## src/hdl/rgb2hsl_pkg.sv

```systemverilog
// Package with the shared types, constants and divider step functions of the RGB to HSL converter.
package rgb2hsl_pkg;

    localparam int QBITS      = 17;
    localparam int SAT_W      = 9;
    localparam int HUE_W      = 12;
    localparam int SAT_NW     = SAT_W + QBITS;
    localparam int HUE_NW     = HUE_W + QBITS;
    localparam int QDEPTH     = 4;
    localparam int QPTR_W     = 2;

    typedef struct packed {
        logic [7:0] red;
        logic [7:0] green;
        logic [7:0] blue;
        logic [7:0] alpha_in;
    } pixel_t;

    typedef struct packed {
        logic [15:0] hue;
        logic [15:0] saturation;
        logic [15:0] lightness;
        logic [7:0]  alpha_out;
    } hsl_t;

    typedef enum logic [2:0] {
        MAX_RED   = 3'b001,
        MAX_GREEN = 3'b010,
        MAX_BLUE  = 3'b100
    } max_chan_t;

    // Work request handed from the front to the back.
    typedef struct packed {
        logic [HUE_NW-1:0] hue_x;
        logic [HUE_W-1:0]  hue_d;
        logic [SAT_NW-1:0] sat_x;
        logic [SAT_W-1:0]  sat_d;
        logic [15:0]       lightness;
        logic [7:0]        alpha;
        logic              achromatic;
    } work_t;

    // One restoring division step: the remainder sits above the remaining numerator bits.
    function automatic logic [SAT_NW-1:0] sat_step(input logic [SAT_NW-1:0] x,
                                                   input logic [SAT_W-1:0] d);
        logic [SAT_W:0]   t;
        logic [SAT_W:0]   diff;
        logic             ge;
        logic [SAT_W-1:0] hi;
        t    = x[SAT_NW-1:QBITS-1];
        diff = t - {1'b0, d};
        ge   = (t >= {1'b0, d});
        hi   = ge ? diff[SAT_W-1:0] : t[SAT_W-1:0];
        return {hi, x[QBITS-2:0], ge};
    endfunction

    function automatic logic [HUE_NW-1:0] hue_step(input logic [HUE_NW-1:0] x,
                                                   input logic [HUE_W-1:0] d);
        logic [HUE_W:0]   t;
        logic [HUE_W:0]   diff;
        logic             ge;
        logic [HUE_W-1:0] hi;
        t    = x[HUE_NW-1:QBITS-1];
        diff = t - {1'b0, d};
        ge   = (t >= {1'b0, d});
        hi   = ge ? diff[HUE_W-1:0] : t[HUE_W-1:0];
        return {hi, x[QBITS-2:0], ge};
    endfunction

endpackage

```

## src/hdl/rgb2hsl_front.sv

```systemverilog
// Front stage: finds max and min, classifies the pixel and forms dividends and divisors.
module rgb2hsl_front (
    input  logic                 clk,
    input  logic                 rst_n,
    input  logic                 push,
    output logic                 full,
    input  rgb2hsl_pkg::pixel_t  pixel,
    output logic                 work_valid,
    input  logic                 work_full,
    output rgb2hsl_pkg::work_t   work
);

    logic                   valid_reg;
    rgb2hsl_pkg::work_t     work_reg;
    rgb2hsl_pkg::work_t     work_next;
    rgb2hsl_pkg::max_chan_t chan;
    logic [7:0]             mx;
    logic [7:0]             mn;
    logic [7:0]             d;
    logic [8:0]             sum;
    logic [8:0]             den;
    logic [11:0]            num;
    logic [10:0]            six_d;
    logic [16:0]            sum257;
    logic                   take;

    assign take = !valid_reg || !work_full;
    assign full = !take;

    always_comb
    begin
        if (pixel.red >= pixel.green && pixel.red >= pixel.blue)
        begin
            chan = rgb2hsl_pkg::MAX_RED;
        end
        else if (pixel.green >= pixel.blue)
        begin
            chan = rgb2hsl_pkg::MAX_GREEN;
        end
        else
        begin
            chan = rgb2hsl_pkg::MAX_BLUE;
        end

        mn = pixel.red;
        if (pixel.green < mn)
        begin
            mn = pixel.green;
        end
        if (pixel.blue < mn)
        begin
            mn = pixel.blue;
        end

        case (chan)
            rgb2hsl_pkg::MAX_RED:   mx = pixel.red;
            rgb2hsl_pkg::MAX_GREEN: mx = pixel.green;
            default:                mx = pixel.blue;
        endcase

        d     = mx - mn;
        sum   = {1'b0, mx} + {1'b0, mn};
        den   = (sum > 9'd255) ? (9'd510 - sum) : sum;
        six_d = ({3'b0, d} << 2) + ({3'b0, d} << 1);

        case (chan)
            rgb2hsl_pkg::MAX_RED:
            begin
                if (pixel.green >= pixel.blue)
                begin
                    num = {4'b0, pixel.green} - {4'b0, pixel.blue};
                end
                else
                begin
                    num = {1'b0, six_d} + {4'b0, pixel.green} - {4'b0, pixel.blue};
                end
            end
            rgb2hsl_pkg::MAX_GREEN:
                num = {4'b0, pixel.blue} + {3'b0, d, 1'b0} - {4'b0, pixel.red};
            default:
                num = {4'b0, pixel.red} + {2'b0, d, 2'b0} - {4'b0, pixel.green};
        endcase

        sum257 = {sum, 8'b0} + {8'b0, sum} + 17'd1;

        work_next.hue_x      = {num, 17'b0} + {18'b0, six_d};
        work_next.hue_d      = {1'b0, d, 3'b0} + {2'b0, d, 2'b0};
        work_next.sat_x      = ({1'b0, d, 17'b0} - {17'b0, d, 1'b0}) + {17'b0, den};
        work_next.sat_d      = {den[7:0], 1'b0};
        work_next.lightness  = sum257[16:1];
        work_next.alpha      = pixel.alpha_in;
        work_next.achromatic = (d == 8'd0);
    end

    always_ff @(posedge clk or negedge rst_n)
    begin
        if (!rst_n)
        begin
            valid_reg <= 1'b0;
        end
        else if (take)
        begin
            valid_reg <= push;
        end
    end

    always_ff @(posedge clk)
    begin
        if (take && push)
        begin
            work_reg <= work_next;
        end
    end

    assign work_valid = valid_reg;
    assign work       = work_reg;

endmodule

```

## src/hdl/rgb2hsl_queue.sv

```systemverilog
// Short queue of work requests between the front and the back.
module rgb2hsl_queue (
    input  logic                clk,
    input  logic                rst_n,
    input  logic                wr_en,
    input  rgb2hsl_pkg::work_t  wr_data,
    output logic                q_full,
    input  logic                rd_en,
    output logic                q_empty,
    output rgb2hsl_pkg::work_t  rd_data
);

    rgb2hsl_pkg::work_t                mem [rgb2hsl_pkg::QDEPTH];
    logic [rgb2hsl_pkg::QPTR_W-1:0]    wr_ptr_reg;
    logic [rgb2hsl_pkg::QPTR_W-1:0]    rd_ptr_reg;
    logic [rgb2hsl_pkg::QPTR_W:0]      count_reg;
    logic                              do_wr;
    logic                              do_rd;

    assign q_full  = (count_reg == (rgb2hsl_pkg::QPTR_W+1)'(rgb2hsl_pkg::QDEPTH));
    assign q_empty = (count_reg == '0);
    assign do_wr   = wr_en && !q_full;
    assign do_rd   = rd_en && !q_empty;
    assign rd_data = mem[rd_ptr_reg];

    always_ff @(posedge clk or negedge rst_n)
    begin
        if (!rst_n)
        begin
            wr_ptr_reg <= '0;
            rd_ptr_reg <= '0;
            count_reg  <= '0;
        end
        else
        begin
            if (do_wr)
            begin
                wr_ptr_reg <= wr_ptr_reg + 1'b1;
            end
            if (do_rd)
            begin
                rd_ptr_reg <= rd_ptr_reg + 1'b1;
            end
            if (do_wr && !do_rd)
            begin
                count_reg <= count_reg + 1'b1;
            end
            else if (do_rd && !do_wr)
            begin
                count_reg <= count_reg - 1'b1;
            end
        end
    end

    always_ff @(posedge clk)
    begin
        if (do_wr)
        begin
            mem[wr_ptr_reg] <= wr_data;
        end
    end

endmodule

```

## src/hdl/rgb2hsl_back.sv

```systemverilog
// Back part: two pipelined restoring dividers, one quotient bit per stage, and the result register.
module rgb2hsl_back (
    input  logic                clk,
    input  logic                rst_n,
    input  logic                q_empty,
    input  rgb2hsl_pkg::work_t  q_data,
    output logic                q_pop,
    output logic                empty,
    input  logic                pop,
    output rgb2hsl_pkg::hsl_t   result
);

    logic               st_v_reg [rgb2hsl_pkg::QBITS+1];
    rgb2hsl_pkg::work_t st_reg   [rgb2hsl_pkg::QBITS+1];
    rgb2hsl_pkg::work_t st_next  [rgb2hsl_pkg::QBITS+1];
    rgb2hsl_pkg::work_t last;
    logic               advance;

    assign advance = !st_v_reg[rgb2hsl_pkg::QBITS] || pop;
    assign q_pop   = advance && !q_empty;

    always_comb
    begin
        st_next[0] = q_data;
        for (int k = 1; k <= rgb2hsl_pkg::QBITS; k++)
        begin
            st_next[k]       = st_reg[k-1];
            st_next[k].hue_x = rgb2hsl_pkg::hue_step(st_reg[k-1].hue_x, st_reg[k-1].hue_d);
            st_next[k].sat_x = rgb2hsl_pkg::sat_step(st_reg[k-1].sat_x, st_reg[k-1].sat_d);
        end
    end

    always_ff @(posedge clk or negedge rst_n)
    begin
        if (!rst_n)
        begin
            for (int k = 0; k <= rgb2hsl_pkg::QBITS; k++)
            begin
                st_v_reg[k] <= 1'b0;
            end
        end
        else if (advance)
        begin
            st_v_reg[0] <= !q_empty;
            for (int k = 1; k <= rgb2hsl_pkg::QBITS; k++)
            begin
                st_v_reg[k] <= st_v_reg[k-1];
            end
        end
    end

    always_ff @(posedge clk)
    begin
        if (advance)
        begin
            for (int k = 0; k <= rgb2hsl_pkg::QBITS; k++)
            begin
                st_reg[k] <= st_next[k];
            end
        end
    end

    assign last  = st_reg[rgb2hsl_pkg::QBITS];
    assign empty = !st_v_reg[rgb2hsl_pkg::QBITS];

    always_comb
    begin
        result.hue        = last.achromatic ? 16'd0 : last.hue_x[15:0];
        result.saturation = last.achromatic ? 16'd0 : last.sat_x[15:0];
        result.lightness  = last.lightness;
        result.alpha_out  = last.alpha;
    end

endmodule

```

## src/hdl/rgb_to_hsl_converter_unit.sv

```systemverilog
// Top level of the RGB to HSL converter: front, work queue and divider back end.
// An accepted request passes the front register, the work queue and the divider stages before its result shows.
// Throughput: one pixel per cycle while results are popped; the 17-stage divider pipeline advances only when not held.
// Reset: rst_n clears all valid flags and queue pointers at once; payload is not reset.
// After reset the block is empty and accepts a request in the first cycle.
module rgb_to_hsl_converter_unit (
    input  logic                clk,
    input  logic                rst_n,
    input  logic                push,
    output logic                full,
    input  rgb2hsl_pkg::pixel_t pixel,
    output logic                empty,
    input  logic                pop,
    output rgb2hsl_pkg::hsl_t   result
);

    // The front registers one request, computing max, min and the two dividend and divisor
    // pairs. It stalls only when the queue is full.
    logic               work_valid;
    logic               work_full;
    rgb2hsl_pkg::work_t work;
    logic               q_empty;
    logic               q_pop;
    rgb2hsl_pkg::work_t q_data;

    rgb2hsl_front u_front (
        .clk        (clk),
        .rst_n      (rst_n),
        .push       (push),
        .full       (full),
        .pixel      (pixel),
        .work_valid (work_valid),
        .work_full  (work_full),
        .work       (work)
    );

    // The queue lets the front keep taking requests while the back is held, up to four waiting requests.
    rgb2hsl_queue u_queue (
        .clk     (clk),
        .rst_n   (rst_n),
        .wr_en   (work_valid),
        .wr_data (work),
        .q_full  (work_full),
        .rd_en   (q_pop),
        .q_empty (q_empty),
        .rd_data (q_data)
    );

    // The back runs hue and saturation through rounding divisions, one quotient bit per
    // stage, and holds the finished result in its last stage until it is popped.
    rgb2hsl_back u_back (
        .clk     (clk),
        .rst_n   (rst_n),
        .q_empty (q_empty),
        .q_data  (q_data),
        .q_pop   (q_pop),
        .empty   (empty),
        .pop     (pop),
        .result  (result)
    );

endmodule

```

## config.mk

```make
export PLATFORM = sky130hd
export DESIGN_NAME = rgb_to_hsl_converter_unit
export DESIGN_NICKNAME = d
export VERILOG_FILES = /design/src/hdl/rgb2hsl_pkg.sv /design/src/hdl/rgb2hsl_front.sv /design/src/hdl/rgb2hsl_queue.sv /design/src/hdl/rgb2hsl_back.sv /design/src/hdl/rgb_to_hsl_converter_unit.sv
export SDC_FILE = /design/constraint.sdc
export NUM_CORES = 2
export LEC_CHECK = 0
export BUFFER_PORTS_ARGS = -buffer_cell sky130_fd_sc_hd__buf_2
export CELL_PAD_IN_SITES_DETAIL_PLACEMENT = 0
export CELL_PAD_IN_SITES_GLOBAL_PLACEMENT = 1
export CORE_MARGIN = 5
export CORE_UTILIZATION = 35
export DETAILED_ROUTE_END_ITERATION = 8
export MAX_ROUTING_LAYER = met4
export PLACE_DENSITY = 0.53
export SYNTH_ARGS = -nofsm -noshare
export SYNTH_HDL_FRONTEND = slang
export SYNTH_SLANG_ARGS = --single-unit
```

## constraint.sdc

```tcl
create_clock -name clk -period 52.9 [get_ports clk]
set_input_delay 13.225 -clock clk [delete_from_list [all_inputs] [get_ports clk]]
set_output_delay 13.225 -clock clk [all_outputs]
set_load 0.02 [all_outputs]
```

Word level (Yosys, flattened, before mapping)
Memory sizes are Yosys's and may differ from the RTL's.
Cells that the tools add are included.
- register bits: 126
- RAM bits: 2218
- bits of input ports: 36
- output and inout port bits: 58
- word-level logic and storage cells: 198
- memories: 2
- $add $sub $neg: 55
- order comparisons: 40
- equality and inequality tests: 3
- muxes and demuxes: 50
- reductions and logical operators: 19
- memories (name ; depth ; bits a word ; rd ports ; clocked after memory_dff ; wr ports ; line ; text):
    u_back.st_reg ; 18 ; 101 ; 18 ; 0 ; 18 ; rgb2hsl_back.sv:14 ; rgb2hsl_pkg::work_t st_reg [rgb2hsl_pkg::QBITS+1];
    u_queue.mem ; 4 ; 100 ; 1 ; 0 ; 1 ; rgb2hsl_queue.sv:13 ; rgb2hsl_pkg::work_t mem [rgb2hsl_pkg::QDEPTH];
- operators with widths (kind ; count):
    >= comparator 13 x 12 -> 1 bit ; 17
    two-way mux 12 bit ; 18
    subtractor 12 bit ; 17
    >= comparator 10 x 9 -> 1 bit ; 17
    two-way mux 9 bit ; 18
    subtractor 9 bit ; 17
    subtractor 12 x 8 -> 12 bit ; 3
    two-way mux 16 bit ; 2
    adder 29 x 11 -> 29 bit ; 1
    adder 26 x 9 -> 26 bit ; 1
    subtractor 25 x 9 -> 26 bit ; 1
    >= comparator 8 bit ; 3
    case mux 12 bit (2 select lines) ; 1
    adder 17 x 1 -> 17 bit (second input constant) ; 1
    adder 17 x 9 -> 17 bit ; 1
    < comparator 8 bit ; 2
    two-way mux 8 bit ; 2
    case mux 8 bit (2 select lines) ; 1
    adder 11 x 10 -> 12 bit ; 1
    adder 11 x 8 -> 12 bit ; 1
    two-way mux 3 bit ; 4
    adder 10 x 9 -> 11 bit ; 1
    adder 8 x 10 -> 11 bit ; 1
    adder 8 x 9 -> 10 bit ; 1
    18 further kinds ; 35

Longest topological paths before layout
- depth after elaboration: 12
- mapped depth: 40
- gate-level depth less buffers: 37

By module
From an unflattened synthesis, not the netlist that was laid out.
- cell total of the unflattened synthesis: 6121
- area total of the unflattened synthesis: 96204.8 um2
- modules (own cells, without submodules) (module ; times used ; cells an instance ; area an instance (um2) ; sequential area each (um2)):
    rgb2hsl_back ; 1 ; 4716 ; 72941.2 ; 52760.6
    rgb2hsl_queue ; 1 ; 564 ; 15063.2 ; 12306.8
    rgb2hsl_front ; 1 ; 841 ; 8200.4 ; 2397.3

Least setup slack after synthesis
Ideal clock, no wire load.
- path type: input -> register
- start: in pop
- end: reg u_back.st_v_reg[1] in the netlist's numbering
- setup time: 0.211 ns
- arrival: 58.321 ns
- required time: 52.689 ns
- slack: -5.632 ns
- cell stages on the path: 3
- buffers on the path: 1
- cells stage by stage: nand2b_1 clkbuf_1 mux2_2
- longest elaborated chain between the ends: 1
- RTL lines (item ; line ; text):
    start, declared ; rgb_to_hsl_converter_unit.sv:13 ; input logic pop,
    logical OR 1 bit ; rgb2hsl_back.sv:19 ; assign advance = !st_v_reg[rgb2hsl_pkg::QBITS] || pop;
    end signal, assigned by index ; rgb2hsl_back.sv:47 ; st_v_reg[k] <= st_v_reg[k-1];
    end, declared ; rgb2hsl_back.sv:13 ; logic st_v_reg [rgb2hsl_pkg::QBITS+1];
No other way between the ends.
A chain may end at the register's enable or synchronous reset.

Final worst setup path
- start: in pixel[24] in the netlist's numbering
- end: reg u_front.work_reg (netlist bit u_front.work[99]) (data pin)
- longest elaborated chain between the ends: 12
- elaborated cells on any way between the ends: 22
- classes of those cells: add/sub: 9; order compare: 4; eq/ne: 2; mux: 6; reduce/logical: 1
- RTL lines (item ; line ; text):
    start, declared ; rgb_to_hsl_converter_unit.sv:11 ; input rgb2hsl_pkg::pixel_t pixel,
    branches (longest 5 deep; another with < comparator 8 bit) ; -- ;
    subtractor 8 bit (*) ; rgb2hsl_front.sv:61 ; d = mx - mn;
    adder 10 x 9 -> 11 bit (*) ; rgb2hsl_front.sv:64 ; six_d = ({3'b0, d} << 2) + ({3'b0, d} << 1);
    net u_front.six_d[7] ; rgb2hsl_front.sv:23 ; logic [10:0] six_d;
    adder 11 x 8 -> 12 bit (*) ; rgb2hsl_front.sv:75 ; num = {1'b0, six_d} + {4'b0, pixel.green} - {4'b0, pixel.blue};
    subtractor 12 x 8 -> 12 bit (*) ; rgb2hsl_front.sv:75 ;
    two-way mux 12 bit (*) ; rgb2hsl_front.sv:69 ; if (pixel.green >= pixel.blue)
    case mux 12 bit (2 select lines) (*) ; rgb2hsl_front.sv:66 ; case (chan)
    net u_front.num[10] ; rgb2hsl_front.sv:22 ; logic [11:0] num;
    adder 29 x 11 -> 29 bit (*) ; rgb2hsl_front.sv:86 ; work_next.hue_x = {num, 17'b0} + {18'b0, six_d};
    end signal, assigned ; rgb2hsl_front.sv:111 ; work_reg <= work_next;
    end, declared ; rgb2hsl_front.sv:14 ; rgb2hsl_pkg::work_t work_reg;
Mark *: on every way through the listed nets, which the timed path passes.

==> results.md <==
- Chip width: 490 um
- Leading area contributor after synthesis: edfxtp_1
- Multi-input gate area: roughly 22000 um^2
- # nets final: 5818
- Final cycle utilization of the critical path: 0.412
- Setup violators final: 0
- WHS: roughly 370 ps
- Num CTS Buffers: 200
- Slowest cell on the critical path: a22oi_1
- Layout cells sized above 1: 0.120
- Lkg Pwr: 34.1 nW
- CP Class: input pin to flip-flop
- CP Capture Type: flip-flop
- ANT nets after route: 0
- Max Transition Viols Final: 0
- Core Area: 229000 um^2
- Htree depth: 4
- Tightest Hold Check Type: flip-flop to flip-flop
- Synthesized flop and latch total: roughly 1900
- Die Y: 490 um
- Vias in the first global route: 41500
- Tmin final: 21800 ps
- Crit-path max cell delay: 800 ps
- Worst-case vdd ir drop: around 0.052 mV
- Worst rel slew slack: 0.263
- Post-CTS sizing: 0
- Prevailing post-synth register cell: edfxtp_1
- Synth Net Count: about 5600
- I/O pins: 94
- CTS Hold Buffers Added: 0
- Number of synthesis warnings: 0
- Final wirelength: 144000 um
- Non-filler instance count after layout: ~8500
- Synth top area share: 0.696
- Largest net degree at the start of global routing: between 150 and 200
- Worst-margin pin slew: roughly 1100 ps
- Starting DRC count in detailed routing: between 2000 and 2500
- Asr flop ratio synth: 0.0137
- Commonest cells post-synth: edfxtp_1 (1868), inv_1 (456), ha_1 (420)
- Clock transition at path regs: 60 ps
- Area Growth Syn to Fin: 13.3%
- CP Max Fanout: 15
- Max-Cap Viols: 0
- Worst EP required: 53460 ps
- EDFF count, synth: 1868
- First-pass GRT wire length: 231000 um
- Via density: 4.64
- Final Hold Fails: 0
- CTS root buffer: clkbuf_16
- FP Rows: roughly 180
- Largest cells by area after synthesis: edfxtp_1 (70%), ha_1 (6.5%), mux4_2 (2.2%)
- Gate Count Post-Synth: 5076
- CP Data Arrival Time: 22360 ps
- CTS max path bufs: 3
- Fmax: approximately 0.046 GHz
- CTS Sinks: 1894
- Die ar.: 240000 um^2
- Netlist cell types: 77
- Most frequent cell after synthesis: edfxtp_1
- Clock Skew: 99.5 ps
- Status: finished clean
- Via count: 39500
- Drt drc: 0
- Mapped Area: 80500 um^2
- Crit path top cell by count: ha_1
- Register area: 56800 um^2
- Largest register FFs: 1473
- First drt pass iteration count: 5
- Dpl cells: 8136
- RSZ-0062 raised after global routing: no
- Wire per inst: approximately 17 um
- Worst skew pair latency: 860 ps
- Initial Utilization: 0.351
- Sequential area share after synthesis: 0.704
- Filler instances: 21000
- GPL Wtd Cong: around 0.8
- Mean post-synth cell area: about 16 um^2
- PwrDens: 68.5 nW/um^2
- PortBufs: 93
- Total gr overflow: 0
- Dpl hpwl: 95900 um
- GRT Util Overall: 0.125
- Critical path launch point type: input pin
- TritonCTS clock tree: yes
- Setup tns final: 0 ps
- Post-CTS setup repair buffer count: 0
- Initial antenna violation count: 4
-- worst paths after layout --
check / cells past startpoint / slack [ps] / from / end
max in group asynchronous: 1 / 40050 / rst_n / u_queue.rd_ptr_reg[0]$_DFFE_PN0P_
min reg2reg: 0 / 370 / u_back.st_reg[9][78]$_DFFE_PN_ / u_back.st_reg[10][79]$_DFFE_PN_
min: 0 / 370 / u_back.st_reg[9][78]$_DFFE_PN_ / u_back.st_reg[10][79]$_DFFE_PN_
max: 33 / 31100 / pixel[24] / u_front.work[99]$_DFFE_PP_
max reg2reg: 5 / 48220 / u_back.st_v_reg[0]$_DFFE_PN0N_ / u_back.st_reg[1][93]$_DFFE_PN_
min in group asynchronous: 1 / 12370 / rst_n / u_back.st_v_reg[1]$_DFFE_PN0N_
-- power breakdown --
part	internal [mW]	total (mW)	switching, mW	leakage, nW
registers	2.38	2.60	0.214	18.4
clock network	0.795	1.38	0.585	3.19
logic	1.00	2.27	1.27	12.5
-- cells by family (layout without fill, tap and decap cells) --
logic type,after synthesis,count (layout),share of synthesized area
other cells,0,1,0
mux,263,263,0.0472
simple gates,887,887,0.0570
compound gates,765,765,0.0597
flops,1894,1894,0.704
buf+inv,551,953,0.0270
xor+xnor,246,246,0.0269
fa+ha+maj,470,470,0.0777
-- per-layer routing --
metal / GRT usage / up-vias / part of all wire / wire length [um]
met4: 0.0415 / 0 / 0.028 / 4080
met1: 0.153 / 19300 / 0.44 / 64200
met3: 0.0207 / 263 / 0.029 / 4210
li1: - / 19500 / - / -
met5: - / - / 0 / 0
met2: 0.211 / 439 / 0.50 / 71900
-- cell usage in the layout, fill, tap and decap left out, types with 31 or more instances in the layout --
| master | count |
|---|---|
| edfxtp_1 | 1868 |
| inv_1 | 456 |
| ha_1 | 420 |
| nor2_1 | 229 |
| a21oi_1 | 217 |
| o21ai_0 | 202 |
| clkbuf_16 | 200 |
| nor2b_1 | 159 |
| xnor2_1 | 155 |
| nand2_1 | 143 |
| mux2_2 | 132 |
| a21o_1 | 114 |
| buf_2 | 93 |
| xor2_1 | 89 |
| nand2b_1 | 87 |
| nand4_1 | 82 |
| mux4_2 | 80 |
| nor3_1 | 55 |
| fa_1 | 50 |
| mux2i_1 | 48 |
| clkbuf_1 | 46 |
| o31ai_1 | 41 |
| clkinv_1 | 41 |
| clkinv_2 | 37 |
| a211oi_1 | 35 |
| nand3_1 | 31 |
| buf_4 | 31 |
-- worst max-delay path, delay by kind of cell --
family          cells  cell delay, ps
compound gates     12            3370
fa+ha+maj           8            2740
simple gates        6            1560
buf+inv             4             680
xor+xnor            2             420
mux                 1             360
-- area by class of cell --
cell class | count | area share
clock buffer | 250 | 0.0573
inverter | 457 | 0.0188
multi-input combinational | 2631 | 0.237
antenna | 1 | 0.0000274
sequential | 1894 | 0.622
clock inverter | 118 | 0.0146
timing repair buffer | 128 | 0.00853
tap | 3026 | 0.0415
-- stage by stage --
| stage | setup slack, ps | instance area (um^2) | util | power (mW) |
|---|---|---|---|---|
| after floorplan | 18650 | 80500 | - | 4.49 |
| after global placement | 30150 | 84700 | 0.369 | 4.93 |
| after detailed placement | 30210 | 84700 | 0.369 | 4.94 |
| after CTS | 31120 | 91300 | 0.398 | 6.37 |
| after global routing | 30280 | 91300 | 0.398 | 6.73 |
| final | 31100 | 91300 | 0.398 | 6.25 |
Note: power is estimated with default switching activity, not from simulation.
